### src/rtl/core/tsp_pkg.sv
// tsp_pkg: shared types and codes for the TLV stream parser.
// Used by every module under rtl/core; depends on nothing.
`default_nettype none
package tsp_pkg;

   localparam logic [7:0] TAG_EXT_MASK = 8'h1F;
   localparam logic [7:0] LEN_ONE_BYTE = 8'h81;
   localparam logic [7:0] LEN_TWO_BYTE = 8'h82;
   localparam logic [7:0] LEN_SHORT_MAX = 8'd127;

   localparam logic [1:0] KIND_HEADER = 2'd0;
   localparam logic [1:0] KIND_VALUE = 2'd1;
   localparam logic [1:0] KIND_ERROR = 2'd2;

   localparam logic [1:0] ERR_NONE = 2'd0;
   localparam logic [1:0] ERR_TRUNCATED = 2'd1;
   localparam logic [1:0] ERR_BAD_LENGTH = 2'd2;

   typedef struct packed {
      logic [7:0] data_byte;
      logic       buffer_end;
   } tsp_req_type;

   typedef struct packed {
      logic [1:0]  kind;
      logic [15:0] item_tag;
      logic [15:0] item_length;
      logic [7:0]  value_byte;
      logic        item_end;
      logic [1:0]  error_code;
   } tsp_rsp_type;

   typedef struct packed {
      logic [7:0] data_byte;
      logic       buffer_end;
      logic       tag_ext;
      logic       len_short;
      logic       len_one;
      logic       len_two;
   } tsp_entry_type;

   typedef enum logic [2:0] {
      PH_TAG1,
      PH_TAG2,
      PH_LEN,
      PH_LEN81,
      PH_LEN82H,
      PH_LEN82L,
      PH_VALUE,
      PH_SKIP
   } tsp_phase_type;

endpackage
`default_nettype wire

### src/rtl/core/tsp_front.sv
// tsp_front: accepts input bytes and classifies each one for the back end.
// Depends on tsp_pkg.
`default_nettype none
module tsp_front
   import tsp_pkg::*;
(
   input  wire logic          req_valid,
   input  wire tsp_req_type   req_data,
   input  wire logic          queue_full,
   output logic               req_stall,
   output logic               push,
   output tsp_entry_type      push_entry
);

   assign req_stall = queue_full;
   assign push = req_valid && !queue_full;

   always_comb begin
      push_entry.data_byte = req_data.data_byte;
      push_entry.buffer_end = req_data.buffer_end;
      push_entry.tag_ext = (req_data.data_byte & TAG_EXT_MASK) == TAG_EXT_MASK;
      push_entry.len_short = req_data.data_byte <= LEN_SHORT_MAX;
      push_entry.len_one = req_data.data_byte == LEN_ONE_BYTE;
      push_entry.len_two = req_data.data_byte == LEN_TWO_BYTE;
   end

endmodule
`default_nettype wire

### src/rtl/core/tsp_queue.sv
// tsp_queue: short register queue between the front and back ends.
// Depends on tsp_pkg.
`default_nettype none
module tsp_queue
   import tsp_pkg::*;
#(
   parameter int DEPTH = 4
) (
   input  wire logic          clock,
   input  wire logic          reset,
   input  wire logic          push,
   input  wire tsp_entry_type push_entry,
   input  wire logic          pop,
   output logic               full,
   output logic               not_empty,
   output tsp_entry_type      head
);

   localparam int AW = (DEPTH > 1) ? $clog2(DEPTH) : 1;
   localparam int CW = $clog2(DEPTH + 1);
   localparam logic [AW-1:0] LAST_PTR = AW'(DEPTH - 1);
   localparam logic [CW-1:0] FULL_COUNT = CW'(DEPTH);

   tsp_entry_type slots_ff [DEPTH];
   logic [AW-1:0] wr_ptr_ff, wr_ptr_in;
   logic [AW-1:0] rd_ptr_ff, rd_ptr_in;
   logic [CW-1:0] count_ff, count_in;

   assign full = count_ff == FULL_COUNT;
   assign not_empty = count_ff != '0;
   assign head = slots_ff[rd_ptr_ff];

   always_comb begin
      wr_ptr_in = wr_ptr_ff;
      rd_ptr_in = rd_ptr_ff;
      count_in = count_ff;
      if (push) begin
         wr_ptr_in = (wr_ptr_ff == LAST_PTR) ? '0 : wr_ptr_ff + AW'(1);
      end
      if (pop) begin
         rd_ptr_in = (rd_ptr_ff == LAST_PTR) ? '0 : rd_ptr_ff + AW'(1);
      end
      if (push && !pop) begin
         count_in = count_ff + CW'(1);
      end else if (pop && !push) begin
         count_in = count_ff - CW'(1);
      end
   end

   always_ff @(posedge clock) begin
      if (reset) begin
         wr_ptr_ff <= '0;
         rd_ptr_ff <= '0;
         count_ff <= '0;
      end else begin
         wr_ptr_ff <= wr_ptr_in;
         rd_ptr_ff <= rd_ptr_in;
         count_ff <= count_in;
      end
   end

   always_ff @(posedge clock) begin
      if (push) begin
         slots_ff[wr_ptr_ff] <= push_entry;
      end
   end

endmodule
`default_nettype wire

### src/rtl/core/tsp_back.sv
// tsp_back: record state machine and result register of the TLV parser.
// Depends on tsp_pkg; fed by tsp_queue.
`default_nettype none
module tsp_back
   import tsp_pkg::*;
(
   input  wire logic          clock,
   input  wire logic          reset,
   input  wire logic          entry_valid,
   input  wire tsp_entry_type entry,
   output logic               pop,
   output logic               rsp_valid,
   input  wire logic          rsp_stall,
   output tsp_rsp_type        rsp_data
);

   tsp_phase_type phase_ff, phase_in;
   logic [15:0]   tag_ff, tag_in;
   logic [15:0]   length_ff, length_in;
   logic [15:0]   left_ff, left_in;
   logic          rsp_valid_ff, rsp_valid_in;
   tsp_rsp_type   rsp_ff, rsp_in;

   logic          slot_free;
   logic          last;
   logic [7:0]    b;
   logic [15:0]   len_value;
   logic [15:0]   left_dec;
   logic          emit;
   tsp_rsp_type   result;

   assign slot_free = !rsp_valid_ff || !rsp_stall;
   assign pop = entry_valid && slot_free;
   assign last = entry.buffer_end;
   assign b = entry.data_byte;
   assign left_dec = left_ff - 16'd1;

   always_comb begin
      case (phase_ff)
         PH_LEN, PH_LEN81: len_value = {8'h00, b};
         PH_LEN82L: len_value = {length_ff[15:8], b};
         default: len_value = length_ff;
      endcase
   end

   // next state
   always_comb begin
      phase_in = phase_ff;
      tag_in = tag_ff;
      length_in = length_ff;
      left_in = left_ff;
      case (phase_ff)
         PH_TAG1: begin
            tag_in = {8'h00, b};
            phase_in = last ? PH_TAG1 : (entry.tag_ext ? PH_TAG2 : PH_LEN);
         end
         PH_TAG2: begin
            tag_in = {tag_ff[7:0], b};
            phase_in = last ? PH_TAG1 : PH_LEN;
         end
         PH_LEN, PH_LEN81, PH_LEN82L: begin
            if (phase_ff != PH_LEN || entry.len_short) begin
               length_in = len_value;
               left_in = len_value;
               phase_in = (len_value == '0 || last) ? PH_TAG1 : PH_VALUE;
            end else if (!entry.len_one && !entry.len_two) begin
               phase_in = last ? PH_TAG1 : PH_SKIP;
            end else if (last) begin
               phase_in = PH_TAG1;
            end else begin
               phase_in = entry.len_one ? PH_LEN81 : PH_LEN82H;
            end
         end
         PH_LEN82H: begin
            length_in = {b, 8'h00};
            phase_in = last ? PH_TAG1 : PH_LEN82L;
         end
         PH_VALUE: begin
            left_in = left_dec;
            phase_in = (left_dec == '0 || last) ? PH_TAG1 : PH_VALUE;
         end
         PH_SKIP: begin
            phase_in = last ? PH_TAG1 : PH_SKIP;
         end
         default: phase_in = PH_TAG1;
      endcase
   end

   // result
   always_comb begin
      emit = 1'b0;
      result = '0;
      case (phase_ff)
         PH_TAG1, PH_TAG2, PH_LEN82H: begin
            if (last) begin
               emit = 1'b1;
               result.kind = KIND_ERROR;
               result.error_code = ERR_TRUNCATED;
            end
         end
         PH_LEN, PH_LEN81, PH_LEN82L: begin
            emit = 1'b1;
            if (phase_ff != PH_LEN || entry.len_short) begin
               if (len_value != '0 && last) begin
                  result.kind = KIND_ERROR;
                  result.error_code = ERR_TRUNCATED;
               end else begin
                  result.kind = KIND_HEADER;
                  result.item_tag = tag_ff;
                  result.item_length = len_value;
                  result.item_end = len_value == '0;
               end
            end else if (!entry.len_one && !entry.len_two) begin
               result.kind = KIND_ERROR;
               result.error_code = ERR_BAD_LENGTH;
            end else if (last) begin
               result.kind = KIND_ERROR;
               result.error_code = ERR_TRUNCATED;
            end else begin
               emit = 1'b0;
            end
         end
         PH_VALUE: begin
            emit = 1'b1;
            if (left_dec != '0 && last) begin
               result.kind = KIND_ERROR;
               result.error_code = ERR_TRUNCATED;
            end else begin
               result.kind = KIND_VALUE;
               result.item_tag = tag_ff;
               result.item_length = length_ff;
               result.value_byte = b;
               result.item_end = left_dec == '0;
            end
         end
         default: emit = 1'b0;
      endcase
   end

   always_comb begin
      rsp_valid_in = rsp_valid_ff;
      rsp_in = rsp_ff;
      if (pop) begin
         rsp_valid_in = emit;
         rsp_in = result;
      end else if (slot_free) begin
         rsp_valid_in = 1'b0;
      end
   end

   always_ff @(posedge clock) begin
      if (reset) begin
         phase_ff <= PH_TAG1;
         tag_ff <= '0;
         length_ff <= '0;
         left_ff <= '0;
         rsp_valid_ff <= 1'b0;
      end else begin
         if (pop) begin
            phase_ff <= phase_in;
            tag_ff <= tag_in;
            length_ff <= length_in;
            left_ff <= left_in;
         end
         rsp_valid_ff <= rsp_valid_in;
      end
   end

   always_ff @(posedge clock) begin
      rsp_ff <= rsp_in;
   end

   assign rsp_valid = rsp_valid_ff;
   assign rsp_data = rsp_ff;

endmodule
`default_nettype wire

### src/rtl/core/tlv_stream_parser.sv
// tlv_stream_parser: top level of the BER-style TLV stream parser.
// Depends on tsp_pkg, tsp_front, tsp_queue and tsp_back.
//
//   channel  | ports                        | direction
//   ---------+------------------------------+----------
//   request  | req_valid, req_stall, req_data | in: one buffer byte per transfer
//   response | rsp_valid, rsp_stall, rsp_data | out: header, value byte or error
//
// One byte per cycle sustained while rsp_stall stays low; the record state machine
// in the back end handles one queued byte each cycle unless the response stalls.
// Each byte is held in the queue before its result, if any, enters the response register.
// Reset empties the queue, drops any pending result and returns to tag parsing.
// The request side stalls only while the queue is full; a response stall
// holds the result register and lets the queue fill behind it.
`default_nettype none
module tlv_stream_parser
   import tsp_pkg::*;
#(
   parameter int QUEUE_DEPTH = 4
) (
   input  wire logic        clock,
   input  wire logic        reset,
   input  wire logic        req_valid,
   output logic             req_stall,
   input  wire tsp_req_type req_data,
   output logic             rsp_valid,
   input  wire logic        rsp_stall,
   output tsp_rsp_type      rsp_data
);

   logic          queue_full;
   logic          push;
   tsp_entry_type push_entry;
   logic          pop;
   logic          queue_not_empty;
   tsp_entry_type head;

   tsp_front u_front (
      .req_valid  (req_valid),
      .req_data   (req_data),
      .queue_full (queue_full),
      .req_stall  (req_stall),
      .push       (push),
      .push_entry (push_entry)
   );

   tsp_queue #(
      .DEPTH (QUEUE_DEPTH)
   ) u_queue (
      .clock      (clock),
      .reset      (reset),
      .push       (push),
      .push_entry (push_entry),
      .pop        (pop),
      .full       (queue_full),
      .not_empty  (queue_not_empty),
      .head       (head)
   );

   tsp_back u_back (
      .clock       (clock),
      .reset       (reset),
      .entry_valid (queue_not_empty),
      .entry       (head),
      .pop         (pop),
      .rsp_valid   (rsp_valid),
      .rsp_stall   (rsp_stall),
      .rsp_data    (rsp_data)
   );

   assert property (@(posedge clock) disable iff (reset)
      rsp_valid && rsp_data.kind == KIND_ERROR |->
         rsp_data.item_tag == '0 && rsp_data.item_length == '0 &&
         !rsp_data.item_end && rsp_data.error_code != ERR_NONE)
   else $error("error result carries item fields");

   assert property (@(posedge clock) disable iff (reset)
      rsp_valid && rsp_data.kind == KIND_HEADER |->
         rsp_data.item_end == (rsp_data.item_length == '0))
   else $error("header end flag disagrees with length");

   assert property (@(posedge clock) disable iff (reset)
      pop |-> queue_not_empty && !(rsp_valid && rsp_stall))
   else $error("back end took a byte without room");

   assert property (@(posedge clock)
      reset |=> !rsp_valid && !req_stall)
   else $error("reset left a transfer pending");

endmodule
`default_nettype wire
### config.mk
export PLATFORM = sky130hd
export DESIGN_NAME = tlv_stream_parser
export DESIGN_NICKNAME = d
export VERILOG_FILES = /design/src/rtl/core/tsp_pkg.sv /design/src/rtl/core/tsp_front.sv /design/src/rtl/core/tsp_queue.sv /design/src/rtl/core/tsp_back.sv /design/src/rtl/core/tlv_stream_parser.sv
export SDC_FILE = /design/constraint.sdc
export NUM_CORES = 1
export LEC_CHECK = 0
export ABC_AREA = 1
export BUFFER_PORTS_ARGS = -buffer_cell sky130_fd_sc_hd__buf_4
export CAP_MARGIN = 20
export CORE_AREA = 2 2 119 121
export DETAILED_ROUTE_END_ITERATION = 10
export DIE_AREA = 0 0 121 123
export PLACE_DENSITY = 0.75
export SLEW_MARGIN = 20
export SYNTH_ARGS = -nofsm -noshare
export SYNTH_HDL_FRONTEND = slang
export SYNTH_SLANG_ARGS = --single-unit
### constraint.sdc
create_clock -name clock -period 2 [get_ports clock]
set_clock_uncertainty 0.1 [all_clocks]
set_input_delay 0 -clock clock [delete_from_list [all_inputs] [get_ports clock]]
set_output_delay 0 -clock clock [all_outputs]
set_load 0.005 [all_outputs]
# == Word level (Yosys, flattened, before mapping) ==
# Memory sizes are Yosys's and may differ from the RTL's. A register that Yosys moved wholly into a read port is not among the register bits.
# Index checks and enable logic that the tools add are counted.
# totals
ff_bits,104
mem_bits_rw,52
input_bits,13
elab_cells,123
mem_count,1
# mem_list
memory,depth,width,read_ports,rd_ports_with_merged_regs,wr,line,text
u_queue.slots_ff,4,13,1,1,1,tsp_queue.sv:24,tsp_entry_type slots_ff [DEPTH];
# classes
n_addsub,5
order_cmp,1
n_eq_ne,15
mux,50
bitwise,1
reduce_logical,36
# ops
cell,n
one-hot mux 16 bit (2 select lines),4
two-way mux 32 bit,2
one-hot mux 32 bit (2 select lines),1
two-way mux 41 bit,1
two-way mux 3 bit,11
zero test 16 bit,2
nonzero test 16 bit,2
two-way mux 2 bit,13
one-hot mux 3 bit (6 select lines),1
"== test 8 bit, second input constant",2
two-way mux 16 bit,1
"subtractor 16 x 1 -> 16 bit, second input constant",1
"== test 3 bit, second input constant",5
two-way mux 1 bit,12
one-hot mux 2 bit (3 select lines),2
nonzero test 2 bit,5
"less-or-equal comparator 8 x 7 -> 1 bit, second input constant",1
logical AND 1 bit,7
zero test 1 bit,7
"== test 3 x 2 -> 1 bit, second input constant",2
AND reduction 3 bit,2
OR reduction 3 bit,2
"== test 5 bit, second input constant",1
"adder 2 x 1 -> 2 bit, second input constant",2
other kinds (14),19

# == Depth between registers and ports, before layout ==
# depth
depth_word,8
depth_mapped,18

# == Modules after synthesis ==
# A second synthesis with hierarchy kept.
# hier_totals
hier_cells,885
area_unflattened_um2,7744.9
# modules_own_cells
mod,instances,cells_per_inst,area_per_inst_um2,seq_area_each_um2
tsp_back,1,671,5159.9,2392.3
tsp_queue,1,186,2436.1,1741.7
tsp_front,1,28,148.9,0.0

# == Worst setup path after synthesis ==
# OpenSTA, ideal clock, no wires.
# synth_timing
path_kind,register to register
startpoint,reg u_back.left_ff[0]
endpoint,"reg u_back.rsp_ff (netlist bit u_back.rsp_data[32]), data pin"
arrival_ns,1.891
setup_slack_ns,-0.243
path_stages_with_launch,17
n_path_buf,1
period_less_slack_ns,2.243
path_cell_list,dfxtp_1 inv_1 ha_1 nand2_1 nor2_2 nand3b_1 nand2_1 nor2_1 nand2_1 nor2_1 nand2_1 nand2_1 nand2_2 inv_1 nor2_4 buf_6 nor2_2
# synth_rtl
item,line,text
start: declaration,tsp_back.sv:20,"logic [15:0] left_ff, left_in;"
start signal: assignment,tsp_back.sv:163,left_ff <= left_in;
end signal: assignment,tsp_back.sv:170,rsp_ff <= rsp_in;
end: declaration,tsp_back.sv:22,"tsp_rsp_type rsp_ff, rsp_in;"

==> impl_metrics.env <==
export IMPL_yosys_area_share_simple_pct=20.4
export IMPL_clk_pin_slew_ns=0.07
export IMPL_die_area_mm2=0.0149
export IMPL_portBuffers=59
export IMPL_routabilityCongestion=0.920
export IMPL_yosysSeqAreaShare_pct=57.1
export IMPL_clk_latency_ns=0.44
export IMPL_cp_start_kind="flip-flop"
export IMPL_ys_ff_latch=158
export IMPL_placedCellCount=1120
export IMPL_clk_path_buf_depth=2
export IMPL_core_area_mm2=0.0136
export IMPL_synthCells=798
export IMPL_dpl_hpwl_um=12200
export IMPL_wl_met2_um=12100
export IMPL_synth_fa_ha_area_share_pct=1.66
export IMPL_yosysWarnings=0
export IMPL_cellLeakagePower_uw=0.00449
export IMPL_rsz0062_at_grt="true"
export IMPL_diodes=0
export IMPL_syn_area_mm2=0.00724
export IMPL_violations="negative setup slack"
export IMPL_drv_slew=0
export IMPL_m1WireLength_um=8860
export IMPL_cts_tree="yes"
export IMPL_start_util_pct=53.2
export IMPL_fin_setup_tns_ns=-18.74
export IMPL_crit_path_max_incr_delay_ns=0.36
export IMPL_final_nets=1046
export IMPL_worst_path_buf_inv=3
export IMPL_timing_max_cap_violations=0
export IMPL_dieWidth_um=121
export IMPL_irDropWorstVdd_mv=0.836
export IMPL_finalHoldViolations=0
export IMPL_setup_viol=78
export IMPL_hold_path_depth=2
export IMPL_top_layer="met4"
export IMPL_drtPass1Iterations=8
export IMPL_cts_sinks=158
export IMPL_fin_crit_ns=2.47
export IMPL_synth_area_per_cell_um2=9.07
export IMPL_routed_wl_met3_um=1840
export IMPL_post_synth_top_area_cell="edfxtp_1"
export IMPL_status="finished with violations"
export IMPL_grt_max_degree=34
export IMPL_antenna_found_initial=0
export IMPL_crit_type="flip-flop to flip-flop"
export IMPL_synth_top_area_share_pct=40.2
export IMPL_htreeDepth=4
export IMPL_timing_rr_end="u_back.rsp_data[16]"
export IMPL_fin_ws_ns=-0.472
export IMPL_fmaxAchievable_mhz=405
export IMPL_drc=0
export IMPL_critPathRequiredTime_ns=2.17
export IMPL_detail_route_antenna_nets=0
export IMPL_worst_pin_slew_ns=0.544
export IMPL_grt_pass1_wl_um=32000
export IMPL_final_cell_count_no_fill=1217
export IMPL_hold_class="input port to flip-flop"
export IMPL_min_delay_start="req_data[7]"
export IMPL_cts_buffers=17
export IMPL_slew_headroom_pct=63.4
export IMPL_layout_common_cells="182 x buf_4, 124 x nand2_1, 97 x edfxtp_1"
export IMPL_arrival_ns=2.64
export IMPL_vias=7121
export IMPL_rows=43
export IMPL_die_h_um=123
export IMPL_crit_path_end_kind="flip-flop"
export IMPL_fin_hold_ws_ns=0.220
export IMPL_grt_usage_pct=28.2
export IMPL_startpoint="u_back.phase_ff[2]"
export IMPL_synth_top_family_by_area="simple AND/OR/NAND/NOR gates"
export IMPL_slowest_stage="dfxtp_4"
export IMPL_synth_xor_area_share_pct=0.363
export IMPL_regToRegSetupSlack_ns=-0.47
export IMPL_ys_types=46
export IMPL_crit_family="simple AND/OR/NAND/NOR gates"
export IMPL_cts_root_buf="clkbuf_16"
export IMPL_pre_cts_slack_ns=-0.244
export IMPL_avgViaCountPerCell=5.85
export IMPL_synthTopCellsByArea="edfxtp_1 40%, dfxtp_1 17%, nand2_1 8.2%, nor2_1 5.0%, inv_1 4.9%"
export IMPL_wl_per_cell_um=19.6
export IMPL_synth_compound_area_share_pct=12.9
export IMPL_routed_wl_um=23900
export IMPL_drive_gt1_share_pct=45.1
export IMPL_r2r_cells=14
export IMPL_syn_nets=820
export IMPL_worstPathMaxFanout=8
export IMPL_drt_iter0_drc=781
export IMPL_syn_to_final_growth_pct=50.2
export IMPL_grt_pass1_vias=6414
export IMPL_min_period_over_period_pct=124
export IMPL_ios=60
export IMPL_crit_path_cell_trace="inv_2 > nand2_8 > buf_12 > nand2_1 > nand3_1 > nor2_2 > nand2_1 > nor2_2 > nand3_2 > nand2_2 > nand2_4 > nor2_4 > inv_1 > o22ai_1"
export IMPL_powerDensity_mw_per_mm2=1870
export IMPL_grt_ovfl_total=0
export IMPL_synthMuxAreaShare_pct=0
export IMPL_final_common_cell="buf_4"
export IMPL_reg2reg_from="u_back.phase_ff[2]"
export IMPL_worst_hold_path_endpoint="u_queue.slots_ff[2][11]"
report_power, final:
part	switching (uW)	internal, uW
sequential	581	4650
clock	1450	1830
combinational	6630	5230
total	8660	11700
final cells by class:
cell class	count	area [um^2]
clock buffer	18	450
clock inverter	14	146
fill	715	2740
inverter	102	423
multi-input combinational	511	3410
sequential	158	4160
tap	180	225
timing repair buffer	234	2060
worst max-delay path by stage:
stage	cells past startpoint	to
finish	14	u_back.rsp_data[16]
global route	16	u_back.rsp_data[34]
CTS	15	u_back.rsp_data[11]
detailed placement	10	u_back.left_ff[15]
global placement	10	u_back.left_ff[15]
floorplan	12	u_back.rsp_data[32]
Yosys cell counts, drive strengths merged:
cell type	n
nand2	165
inv	100
nor3b	1
and2	2
o22ai	17
clkinv	2
a221oi	5
o211a	1
fa	1
dfxtp	61
nor2	111
a211oi	18
o211ai	4
a31oi	3
o21ai	51
nand3	40
nor4	2
nor3	9
a21oi	55
xor2	2
nand3b	3
xnor2	1
nand4	4
clkbuf	11
ha	8
edfxtp	97
buf	17
o31ai	2
o2111ai	1
or2	2
o41ai	2
flip-flops by register name, indices dropped and copies added, names as in the netlist, named ones only:
| name | count |
|---|---|
| u_queue.slots_ff | 52 |
| u_back.rsp_data | 45 |
| u_back.left_ff | 16 |
| u_back.length_ff | 16 |
| u_back.tag_ff | 16 |
| u_back.phase_ff | 3 |
| u_queue.count_ff | 3 |
| u_queue.rd_ptr_ff | 2 |
| u_queue.wr_ptr_ff | 2 |
| u_back.rsp_valid | 1 |
per-stage QoR:
stage                     utilization [%]  total power [uW]  area [um^2]
after floorplan                         -              9520         7290
after global placement               63.8             13200         8690
after detailed placement             63.8             13400         8690
after CTS                            73.8             17800        10000
after global routing                 79.9             21300        10900
final                                79.9             20400        10900
cells by family (layout without fill, tap and decap cells):
kind of cell | count (synthesis) | in the layout
and+or+nand+nor | 339 | 339
DFF | 158 | 158
adders and majority gates | 9 | 9
AOI/OAI and AO/OA | 159 | 160
buffers and inverters | 130 | 368
xor gates and xnor gates | 3 | 3
routing by layer:
metal	up-vias	track usage, %
met4	0	13.4
li1	3141	-
met3	134	5.17
met5	-	0
met1	3387	33.8
met2	459	49.1
timing repair:
action                                 CTS  global route
cloned                                   3             4
setup endpoints to repair               81            80
endpoints found under the hold margin   57             0
pin swaps                               39            52
gates resized for setup                124           164
setup buffers                           34            21
hold buffers                            12             0
worst reg2reg max path, stage by stage, from the launching register on:
cell and delay, ns:
dfxtp_4 0.36, inv_2 0.10, nand2_8 0.08, buf_12 0.14
nand2_1 0.11, nand3_1 0.15, nor2_2 0.20, nand2_1 0.09
nor2_2 0.12, nand3_2 0.10, nand2_2 0.11, nand2_4 0.07
nor2_4 0.17, inv_1 0.20, o22ai_1 0.21
No activity file was read; power rests on OpenSTA's default activity.
